File: config.mk
export PLATFORM = sky130hd
export DESIGN_NAME = xor_linear_basis_engine_core
export DESIGN_NICKNAME = d
export VERILOG_FILES = /design/src/xlb_pkg.sv /design/src/xlb_ram.sv /design/src/xlb_step_unit.sv /design/src/xor_linear_basis_engine_core.sv
export SDC_FILE = /design/constraint.sdc
export NUM_CORES = 1
export LEC_CHECK = 0
export BUFFER_PORTS_ARGS = -buffer_cell sky130_fd_sc_hd__buf_2
export CAP_MARGIN = 20
export CELL_PAD_IN_SITES_DETAIL_PLACEMENT = 2
export CELL_PAD_IN_SITES_GLOBAL_PLACEMENT = 2
export CORE_MARGIN = 2
export CORE_UTILIZATION = 30
export CTS_BUF_LIST = sky130_fd_sc_hd__clkbuf_4 sky130_fd_sc_hd__clkbuf_8 sky130_fd_sc_hd__clkbuf_16
export CTS_CLUSTER_DIAMETER = 30
export DETAILED_ROUTE_END_ITERATION = 7
export PLACE_DENSITY_LB_ADDON = 0.3
export SYNTH_ARGS = -nofsm -noshare
export SYNTH_HDL_FRONTEND = slang
export SYNTH_SLANG_ARGS = --single-unit
export TNS_END_PERCENT = 100
File: constraint.sdc
create_clock -name i_clk -period 5.5 [get_ports i_clk]
set_input_delay 1.1 -clock i_clk [delete_from_list [all_inputs] [get_ports i_clk]]
set_output_delay 1.1 -clock i_clk [all_outputs]
set_load 0.01 [all_outputs]
File: src/xlb_pkg.sv
// ---------------------------------------------------------------------------
// xlb_pkg
// shared codes, field widths and types for the xor linear basis engine
// ---------------------------------------------------------------------------
package xlb_pkg;

    // fixed field widths of the item and result channels
    localparam int unsigned VALUE_W = 31;
    localparam int unsigned MAX_W   = 31;
    localparam int unsigned RANK_W  = 5;

    typedef logic [1:0] t_action;

    localparam t_action ACT_INSERT = 2'd0;
    localparam t_action ACT_CHECK  = 2'd1;
    localparam t_action ACT_CLEAR  = 2'd2;

    // operating mode of the shared step unit
    typedef logic t_mode;

    localparam t_mode MODE_REDUCE = 1'b0;
    localparam t_mode MODE_MAX    = 1'b1;

    // step unit control in, status out
    typedef struct packed {
        t_mode mode;
        logic  slot_valid;
    } t_step_ctrl;

    typedef struct packed {
        logic hit_empty;
        logic took;
    } t_step_stat;

endpackage

File: src/xlb_ram.sv
// ---------------------------------------------------------------------------
// xlb_ram
// generic single write port, single read port ram with registered read
// ---------------------------------------------------------------------------
module xlb_ram #(
    parameter int unsigned WIDTH = 31,
    parameter int unsigned DEPTH = 31
) (
    input  logic                     i_clk,
    input  logic                     i_we,
    input  logic [$clog2(DEPTH)-1:0] i_waddr,
    input  logic [WIDTH-1:0]         i_wdata,
    input  logic [$clog2(DEPTH)-1:0] i_raddr,
    output logic [WIDTH-1:0]         o_rdata
);

    logic [WIDTH-1:0] r_mem [DEPTH];
    logic [WIDTH-1:0] r_rdata;

    always_ff @(posedge i_clk) begin
        if (i_we) begin
            r_mem[i_waddr] <= i_wdata;
        end
        r_rdata <= r_mem[i_raddr];
    end

    assign o_rdata = r_rdata;

endmodule

File: src/xlb_step_unit.sv
// ---------------------------------------------------------------------------
// xlb_step_unit
// one slot step: reduce the working word or fold a slot into the max
// ---------------------------------------------------------------------------
module xlb_step_unit #(
    parameter int unsigned WORD_BITS = 31
) (
    input  xlb_pkg::t_step_ctrl              i_ctrl,
    input  logic [WORD_BITS-1:0]             i_acc,
    input  logic [WORD_BITS-1:0]             i_slot,
    input  logic [$clog2(WORD_BITS)-1:0]     i_idx,
    output logic [WORD_BITS-1:0]             o_acc,
    output xlb_pkg::t_step_stat              o_stat
);

    logic [WORD_BITS-1:0] w_cand;
    logic                 w_lead;

    assign w_cand = i_acc ^ i_slot;
    assign w_lead = i_acc[i_idx];

    always_comb begin
        o_acc  = i_acc;
        o_stat = '0;
        unique case (i_ctrl.mode)
            xlb_pkg::MODE_REDUCE: begin
                // leading bit set: cancel it with the slot, or report the empty slot
                if (w_lead) begin
                    if (i_ctrl.slot_valid) begin
                        o_acc       = w_cand;
                        o_stat.took = 1'b1;
                    end else begin
                        o_stat.hit_empty = 1'b1;
                    end
                end
            end
            xlb_pkg::MODE_MAX: begin
                // greedy: take the slot when it raises the total
                if (w_cand > i_acc) begin
                    o_acc       = w_cand;
                    o_stat.took = 1'b1;
                end
            end
            default: begin
                o_acc = i_acc;
            end
        endcase
    end

endmodule

File: src/xor_linear_basis_engine_core.sv
// ---------------------------------------------------------------------------
// xor_linear_basis_engine_core
// gf(2) linear basis of words, one slot per leading bit, with insert,
// membership check, clear, greedy maximum xor and rank
// ---------------------------------------------------------------------------
// usage
//   input channel (i_valid / o_ready) carries i_action and i_value; output
//   channel (o_valid / i_ready) carries o_in_span, o_max_xor and o_rank.
//   every input transfer yields exactly one output transfer.
//   one item at a time: o_ready is high only while the sequencer is idle.
// sequence
//   insert and check walk the slots from the top bit down, one slot per
//   cycle, ending early when an empty slot is hit; then the prime state
//   re-primes the slot ram read, then the greedy maximum walks all
//   WORD_BITS slots and the result is held in the output state. clear and
//   unused codes skip the reduction.
//   the rate is set by the single read port of the slot ram and the shared
//   step unit, both used once per cycle.
// reset
//   synchronous active-low reset empties the basis (all slot valid bits and
//   the rank cleared at once, no sweep) and returns the sequencer to idle.
// stall
//   the result is held in registers until i_ready; no new item is taken
//   before the result transfer completes.
// ---------------------------------------------------------------------------
module xor_linear_basis_engine_core #(
    parameter int unsigned WORD_BITS = 31
) (
    input  logic                          i_clk,
    input  logic                          i_rst_n,
    // item channel
    input  logic                          i_valid,
    output logic                          o_ready,
    input  xlb_pkg::t_action              i_action,
    input  logic [xlb_pkg::VALUE_W-1:0]   i_value,
    // result channel
    output logic                          o_valid,
    input  logic                          i_ready,
    output logic                          o_in_span,
    output logic [xlb_pkg::MAX_W-1:0]     o_max_xor,
    output logic [xlb_pkg::RANK_W-1:0]    o_rank
);

    localparam int unsigned IW = $clog2(WORD_BITS);
    localparam int unsigned RW = $clog2(WORD_BITS + 1);
    localparam logic [IW-1:0] TOP_IDX = IW'(WORD_BITS - 1);

    // sequencer states
    localparam logic [2:0] S_IDLE  = 3'd0;
    localparam logic [2:0] S_RED   = 3'd1;
    localparam logic [2:0] S_PRIME = 3'd2;
    localparam logic [2:0] S_MAX   = 3'd3;
    localparam logic [2:0] S_OUT   = 3'd4;

    logic [2:0]           r_state, n_state;
    logic [WORD_BITS-1:0] r_valid, n_valid;   // slot occupied flags
    logic [RW-1:0]        r_rank,  n_rank;
    logic [WORD_BITS-1:0] r_acc,   n_acc;     // residue, then running max
    logic [IW-1:0]        r_idx,   n_idx;     // slot whose data sits on the ram output
    logic                 r_span,  n_span;
    xlb_pkg::t_action     r_act,   n_act;

    logic                 w_accept;
    logic [WORD_BITS-1:0] w_value;
    logic [WORD_BITS-1:0] w_rdata;
    logic [WORD_BITS-1:0] w_slot;
    logic [IW-1:0]        w_raddr;
    logic                 w_we;
    logic [WORD_BITS-1:0] w_next_acc;
    xlb_pkg::t_step_ctrl  w_ctrl;
    xlb_pkg::t_step_stat  w_stat;

    assign w_accept = i_valid && o_ready;
    assign w_value  = WORD_BITS'(i_value);

    // an empty slot reads as zero whatever the ram holds
    assign w_slot = r_valid[r_idx] ? w_rdata : '0;

    assign w_ctrl.mode       = (r_state == S_MAX) ? xlb_pkg::MODE_MAX : xlb_pkg::MODE_REDUCE;
    assign w_ctrl.slot_valid = r_valid[r_idx];

    xlb_ram #(
        .WIDTH (WORD_BITS),
        .DEPTH (WORD_BITS)
    ) u_slots (
        .i_clk   (i_clk),
        .i_we    (w_we),
        .i_waddr (r_idx),
        .i_wdata (r_acc),
        .i_raddr (w_raddr),
        .o_rdata (w_rdata)
    );

    xlb_step_unit #(
        .WORD_BITS (WORD_BITS)
    ) u_step (
        .i_ctrl (w_ctrl),
        .i_acc  (r_acc),
        .i_slot (w_slot),
        .i_idx  (r_idx),
        .o_acc  (w_next_acc),
        .o_stat (w_stat)
    );

    // sequencer: the read for the next lower slot is issued while the
    // current slot is processed
    always_comb begin
        n_state = r_state;
        n_valid = r_valid;
        n_rank  = r_rank;
        n_acc   = r_acc;
        n_idx   = r_idx;
        n_span  = r_span;
        n_act   = r_act;
        w_we    = 1'b0;
        w_raddr = r_idx - IW'(1);
        unique case (r_state)
            S_IDLE: begin
                w_raddr = TOP_IDX;
                if (w_accept) begin
                    n_act  = i_action;
                    n_idx  = TOP_IDX;
                    n_span = 1'b0;
                    unique case (i_action)
                        xlb_pkg::ACT_INSERT, xlb_pkg::ACT_CHECK: begin
                            n_acc   = w_value;
                            n_state = S_RED;
                        end
                        xlb_pkg::ACT_CLEAR: begin
                            n_valid = '0;
                            n_rank  = '0;
                            n_acc   = '0;
                            n_state = S_MAX;
                        end
                        default: begin
                            // unused code: report the basis as it stands
                            n_acc   = '0;
                            n_state = S_MAX;
                        end
                    endcase
                end
            end
            S_RED: begin
                if (w_stat.hit_empty) begin
                    // residue not in span; insert stores it in its own slot
                    if (r_act == xlb_pkg::ACT_INSERT) begin
                        w_we           = 1'b1;
                        n_valid[r_idx] = 1'b1;
                        n_rank         = r_rank + RW'(1);
                    end
                    n_span  = 1'b0;
                    n_state = S_PRIME;
                end else begin
                    n_acc = w_next_acc;
                    if (r_idx == '0) begin
                        n_span  = (w_next_acc == '0);
                        n_state = S_PRIME;
                    end else begin
                        n_idx = r_idx - IW'(1);
                    end
                end
            end
            S_PRIME: begin
                // refetch the top slot after any write has landed
                w_raddr = TOP_IDX;
                n_idx   = TOP_IDX;
                n_acc   = '0;
                n_state = S_MAX;
            end
            S_MAX: begin
                n_acc = w_next_acc;
                if (r_idx == '0) begin
                    w_raddr = TOP_IDX;
                    n_state = S_OUT;
                end else begin
                    n_idx = r_idx - IW'(1);
                end
            end
            S_OUT: begin
                w_raddr = TOP_IDX;
                if (i_ready) begin
                    n_state = S_IDLE;
                end
            end
            default: begin
                n_state = S_IDLE;
            end
        endcase
    end

    always_ff @(posedge i_clk) begin
        if (!i_rst_n) begin
            r_state <= S_IDLE;
            r_valid <= '0;
            r_rank  <= '0;
        end else begin
            r_state <= n_state;
            r_valid <= n_valid;
            r_rank  <= n_rank;
        end
    end

    always_ff @(posedge i_clk) begin
        r_acc  <= n_acc;
        r_idx  <= n_idx;
        r_span <= n_span;
        r_act  <= n_act;
    end

    assign o_ready   = (r_state == S_IDLE);
    assign o_valid   = (r_state == S_OUT);
    assign o_in_span = r_span;
    assign o_max_xor = xlb_pkg::MAX_W'(r_acc);
    assign o_rank    = xlb_pkg::RANK_W'(r_rank);

    // rank always matches the number of occupied slots
    a_rank_count: assert property (@(posedge i_clk) disable iff (!i_rst_n)
        $countones(r_valid) == int'(r_rank))
        else $error("rank out of step with occupied slots");

    // a slot is written only while empty, and only on insert
    a_write_empty: assert property (@(posedge i_clk) disable iff (!i_rst_n)
        w_we |-> (!r_valid[r_idx] && r_act == xlb_pkg::ACT_INSERT))
        else $error("slot overwritten");

    // no item is taken while a result waits
    a_one_item: assert property (@(posedge i_clk) disable iff (!i_rst_n)
        o_valid |-> !o_ready)
        else $error("item taken while result pending");

    // after a clear transfer the basis is empty
    a_clear_empties: assert property (@(posedge i_clk) disable iff (!i_rst_n)
        (w_accept && i_action == xlb_pkg::ACT_CLEAR) |=> (r_valid == '0 && r_rank == '0))
        else $error("clear left slots occupied");

    // stored slots keep their leading bit at their own index
    a_lead_bit: assert property (@(posedge i_clk) disable iff (!i_rst_n)
        w_we |-> r_acc[r_idx])
        else $error("stored word has wrong leading bit");

endmodule
## Word level (Yosys, flattened, before mapping)

Memory sizes are Yosys's and may differ from the RTL's. A register that Yosys moved wholly into a read port is not among the register bits.
Cells that the tools add are included.

| word-level totals | value |
|---|---|
| memories kept | 1 |
| register bits after elaboration | 78 |
| input port bits | 37 |
| logic and storage cells | 98 |
| memory bits (writable) | 961 |
| output and inout bits | 39 |

| operators by class | value |
|---|---|
| order comparisons | 3 |
| add/subtract/negate cells | 2 |
| bitwise logic cells | 3 |
| multiplexer cells | 52 |
| reduce and logical (&&, ||, !) cells | 16 |
| equal/unequal tests | 14 |

Memory list:

| memory | depth | width | rd ports | clocked after Yosys merged registers in | write ports | RTL line | RTL |
|---|---|---|---|---|---|---|---|
| u_slots.r_mem | 31 | 31 | 1 | 1 | 1 | xlb_ram.sv:17 | `logic [WIDTH-1:0] r_mem [DEPTH];` |

Operator list:

| kind | count |
|---|---|
| two-way mux 31 bit | 11 |
| one-hot mux 31 bit (2 select lines) | 2 |
| one-hot mux 31 bit (4 select lines) | 1 |
| two-way mux 5 bit | 8 |
| > comparator 31 bit | 1 |
| zero test 31 bit | 1 |
| bitwise OR 31 bit | 1 |
| bitwise XOR 31 bit | 1 |
| one-hot mux 5 bit (2 select lines) | 2 |
| one-hot mux 5 bit (4 select lines) | 1 |
| two-way mux 1 bit | 15 |
| two-way mux 3 bit | 5 |
| one-hot mux 3 bit (5 select lines) | 1 |
| binary-select mux 1 bit (select 5 bit) | 2 |
| inequality test 2 x 1 -> 1 bit, second input constant | 5 |
| equality test 3 x 2 -> 1 bit, second input constant | 2 |
| < comparator 5 x 6 -> 1 bit, second input constant | 1 |
| AND reduction 3 bit | 2 |
| adder 5 x 1 -> 5 bit, second input constant | 1 |
| demux 1 bit (select 5 bit) | 1 |
| >= comparator 5 x 1 -> 1 bit, second input constant | 1 |
| zero test 5 bit | 1 |
| AND reduction 5 bit | 1 |
| subtractor 5 x 1 -> 5 bit, second input constant | 1 |
| other kinds (18) | 22 |

## Logic depth before layout (Yosys ltp)

| logic depth | value |
|---|---|
| word-level depth | 11 |
| gate-level depth with buffers | 24 |
| mapped depth without buffers | 17 |

## By module

A second synthesis with hierarchy kept.

| second synthesis, totals | value |
|---|---|
| cell total of the unflattened synthesis | 2436 |
| area, all modules | 43451.7 µm² |

By module, submodules not included:

| module | area an instance (µm²) | cells each | instances |
|---|---|---|---|
| xlb_ram | 37838.8 | 1813 | 1 |
| xor_linear_basis_engine_core | 4120.2 | 415 | 1 |
| xlb_step_unit | 1492.7 | 208 | 1 |

## Worst setup path before layout

Ideal clock, no wire load.

| path | value |
|---|---|
| path type | register to register |
| start point | reg r_idx[1] |
| end point | reg r_acc[8], in the netlist o_max_xor[8], data pin |
| arrival | 5.423 ns |
| data required time | 5.241 ns |
| setup slack | -0.182 ns |
| cell stages (with the launch flop) | 25 |
| path buffers | 7 |
| cells stage by stage | edfxtp_1 buf_4 buf_4 mux2i_1 nor3_1 o41ai_2 nand4_2 buf_6 clkbuf_8 clkbuf_1 clkbuf_1 and2_1 ha_1 xnor2_1 or4b_4 nor4_4 or4b_1 and4_4 o211ai_2 nor4_2 a21oi_2 a21o_4 buf_12 a21oi_1 a211o_1 |

| between the ends | value |
|---|---|
| word-level cells in the longest chain between the ends | 9 |

Ends and longest elaborated chain:

| element | RTL line | RTL |
|---|---|---|
| start, declared | xor_linear_basis_engine_core.sv:59 | `logic [IW-1:0] r_idx, n_idx;` |
| start signal, assigned | xor_linear_basis_engine_core.sv:205 | `r_idx <= n_idx;` |
| binary-select mux 1 bit (select 5 bit) | xor_linear_basis_engine_core.sv:77, xor_linear_basis_engine_core.sv:80 |  |
| two-way mux 1 bit (implied by the code) | xor_linear_basis_engine_core.sv:77, xor_linear_basis_engine_core.sv:80 |  |
| two-way mux 31 bit | xor_linear_basis_engine_core.sv:77 | `assign w_slot = r_valid[r_idx] ? w_rdata : '0;` |
| bitwise XOR 31 bit | xlb_step_unit.sv:19 | `assign w_cand = i_acc ^ i_slot;` |
| > comparator 31 bit or two-way mux 31 bit (tied branches) | xlb_step_unit.sv:39, xlb_step_unit.sv:29 |  |
| two-way mux 31 bit (on tied branches) | xlb_step_unit.sv:39, xlb_step_unit.sv:28 |  |
| one-hot mux 31 bit (2 select lines) * | xlb_step_unit.sv:25 | `unique case (i_ctrl.mode)` |
| two-way mux 31 bit | xor_linear_basis_engine_core.sv:144 | `if (w_stat.hit_empty) begin` |
| one-hot mux 31 bit (4 select lines) * | xor_linear_basis_engine_core.sv:117 | `unique case (r_state)` |
| named net n_acc[8] | xor_linear_basis_engine_core.sv:58 | `logic [WORD_BITS-1:0] r_acc, n_acc;` |
| end signal, assigned | xor_linear_basis_engine_core.sv:204 | `r_acc <= n_acc;` |
| end, declared | xor_linear_basis_engine_core.sv:58 |  |

The timed path passes the listed nets; every way through them passes the cells marked *. The select of a mux whose other input is x is not followed.
A chain may end at the register's enable or synchronous reset.

## Final worst setup path

| path | value |
|---|---|
| start point | reg r_idx[1] |
| end point | reg r_acc[6], in the netlist o_max_xor[6], data pin |

Same word-level chain as after synthesis.

==> metrics.csv <==
stage,metric,value,unit
detailed_routing,wl_met1,62.3,mm
setup_path,end_kind,flop,
detailed_routing,dr.max_layer_used,met4,
setup_path,cp_cell_sequence,"buf_12, mux2i_2, nor3_1, o41ai_2, nand4_4, and2_4, ha_4, xor2_4, or4b_4, nor4_4, or4b_1, and4_4, o211ai_2, nor4_2, a21oi_2, a21o_4, buf_12, buf_12, a21oi_2, a211o_1",
timing,final-setup-viol-count,0,
clock_network,holdBufCountCts,0,
synthesis,synth_area_leaders,"edfxtp_1, mux4_2, dfxtp_1",
cells_and_area,design_area,56200,sq um
setup_path,crit_family,simple AND/OR/NAND/NOR gates,
setup_path,crit_arrival,6040,ps
detailed_routing,vias,26210,
hold_path,hold_path.class,in -> reg,
power,ir_worst_vdd,0.337,mV
synthesis,yosys_most_used_dff,edfxtp_1,
floorplanning,fp.dieW,385,microns
timing,rsz0062_at_grt,yes,
synthesis,synth_common_cells,"edfxtp_1, nand2_1, mux4_2",
timing,drv_slew,0,
flow_run,maxCapViolCount,0,
global_routing,grt_usage,20.5,%
detailed_routing,wl_met3,5.95,mm
placement,hpwl,84.8,mm
clock_network,clockRootBuffer,clkbuf_16,
floorplanning,die_area,148000,sq um
setup_path,cp_common_cell,buf_12,
synthesis,synth_warnings,0,
setup_path,critPathRequiredTime,6050,ps
setup_path,crit_buf_inv,3,
synthesis,yosysTopAreaCellShare,69.0,%
power,powerDensity,545,nW/um^2
synthesis,netlist_area,43500,sq um
timing,tightest_slew,954,ps
timing,period_needed,5490,ps
setup_path,critPathKind,reg -> reg,
setup_path,worst_path_largest_cell_delay,550,ps
clock_network,clock_latency,850,ps
global_routing,grt_pass1_wl,218,mm
detailed_routing,wl,152,mm
setup_path,critPathSlowestCell,or4b_4,
synthesis,synth_top_cell_by_area,edfxtp_1,
cells_and_area,fillCellCount,13816,
synthesis,synth.most_common_cell,edfxtp_1,
power,power,30.6,mW
clock_network,path_clk_slew,50,ps
floorplanning,initial_core_util,30.3,%
detailed_routing,drt-vias-per-instance,5.21,
setup_path,cp_max_fo,11,
synthesis,async_flop_share,0,%
detailed_routing,wl_per_cell,30.2,microns
detailed_routing,dr.pass1.iters,5,
cells_and_area,drive_gt1_share,30.9,%
synthesis,synthCells,2615,
placement,io_buffer_count,75,
synthesis,synth_cell_types,90,
clock_network,htreeDepth,4,
floorplanning,die_y,385,microns
floorplanning,pin_count,76,
timing,fin_skew,57.9,ps
timing,finalHoldViolCount,0,
placement,place_congestion,0.836,
floorplanning,core_area,144000,sq um
synthesis,synth_enable_flop_cells,1000,
clock_network,cts_tree,built,
detailed_routing,route.met2.wl,79.5,mm
cells_and_area,syn2layout_area_growth,29.1,%
timing,clock.fmax,0.182,GHz
floorplanning,num_rows,139,
status,status,"complete, no violations",
setup_path,start_kind,flop,
global_routing,antenna_found_initial,2,
detailed_routing,drc,0,
global_routing,grt_max_degree,66,
timing,totalNegativeSetupSlack,0,ps
clock_network,cts_buffers,239,
timing,min_period_over_period,99.8,%
timing,relSlewSlack,36.4,%
global_routing,grt_pass1_vias,29821,
detailed_routing,drtIter0Drc,1968,
clock_network,cts_buffer_depth,3,
placement,dpl_cell_area,47100,sq um
clock_network,numClockSinks,1070,
synthesis,synth.yosys.seq_area_share,72.2,%
detailed_routing,ant_nets,0,
global_routing,gr-total-overflow,0,
cells_and_area,layout.nets,2974,
synthesis,mappedNetlistNets,2674,
synthesis,synth-seq-cells,1070,
power,p_leak,19.3,nW
setup_path,rrSetupSlack,8,ps
synthesis,avgSynthCellArea,16.6,sq um
[per-stage QoR]
stage	utilization, %	hold WS [ps]	worst slack (ps)	cells
after floorplan	-	431	6.37	2615
after global placement	32.7	456	-82.1	4564
after detailed placement	32.7	461	-164	4564
after CTS	39.0	398	-4.34	5025
after global routing	39.1	444	-146	5029
final	39.1	462	8.26	5031
[worst reg2reg max path, delay by kind of cell, from the launching register on]
family / cells / cell delay [ps]
DFF: 1 / 410
muxes: 1 / 190
xor gates and xnor gates: 1 / 170
and+or+nand+nor: 8 / 2280
AOI/OAI and AO/OA: 6 / 1430
buffers and inverters: 3 / 420
adders and majority gates: 1 / 300
[layer usage]
layer	global-route usage [%]	vias up
met3	3.23	221
met2	36.6	715
li1	-	10959
met5	0	-
met4	6.86	0
met1	25.2	14315
[what timing repair did]
item / CTS / global route
pin swaps: 10 / 11
gates cloned: 1 / 0
buffers inserted: 8 / 3
resized for setup: 8 / 17
setup endpoints to repair: 28 / 32
[final timing paths]
| path | to | startpoint | depth (start not counted) |
|---|---|---|---|
| setup reg to reg | o_max_xor[6] | r_idx[1] | 20 |
| setup / recovery | o_max_xor[6] | r_idx[1] | 20 |
| hold / removal | r_act[0] | i_action[0] | 1 |
| hold reg to reg | r_valid[11] | r_valid[11] | 2 |
[cell type report]
cell class | count | area [sq um] | share of cell area (%)
Antenna cell | 2 | 5.00 | 0.00891
Sequential cell | 1070 | 31400 | 55.9
Clock buffer | 287 | 6430 | 11.5
Multi-Input combinational cell | 1352 | 11700 | 20.8
Inverter | 32 | 120 | 0.214
Clock inverter | 165 | 2410 | 4.30
Tap cell | 1903 | 2380 | 4.24
Timing Repair Buffer | 220 | 1730 | 3.08
[cell families (layout without fill, tap and decap cells)]
group                      count (synthesis)  count (layout)  share of synthesized area [%]
DFF                                     1070            1070                           72.2
and+or+nand+nor                          719             719                           7.58
AOI/OAI and AO/OA                        324             325                           4.60
muxes                                    250             250                           12.2
buffers and inverters                    194             704                           1.97
xor gates and xnor gates                  36              36                          0.742
adders and majority gates                 22              22                          0.633
other                                      0               2                              0
[cells in the final DEF (no fill, tap or decap), types with 6 or more instances in the layout]
cell type,count
a211o_1,17
a21oi_1,102
a21oi_2,11
a31oi_1,7
a32o_1,14
and2_1,20
and3_1,12
buf_12,19
buf_2,75
buf_4,122
bufinv_16,50
clkbuf_16,239
clkbuf_4,34
clkbuf_8,15
clkinv_1,27
clkinv_16,8
clkinv_2,34
clkinv_4,11
clkinvlp_4,26
dfxtp_1,70
edfxtp_1,1000
ha_1,18
inv_1,32
inv_6,6
mux2i_1,19
mux4_2,224
nand2_1,345
nand2b_1,11
nand3_1,142
nand4_1,8
nor2_1,71
nor2_4,29
nor3_1,16
nor4_1,11
o21ai_0,119
xnor2_1,11
xor2_1,19
[registers in the layout, summed over array words and instances, names as in the netlist, 2 cells and up]
name / count
r_state: 3
r_valid: 31
r_act: 2
r_idx: 5
u_slots.o_rdata: 31
u_slots.r_mem: 961
o_max_xor: 31
o_rank: 5
[power breakdown]
group	switching [mW]	total, mW	internal [mW]
clock network	4.89	15.5	10.7
registers	0.328	10.2	9.88
logic	3.20	4.88	1.68
total	8.41	30.6	22.2
No activity file was read; power rests on OpenSTA's default activity.
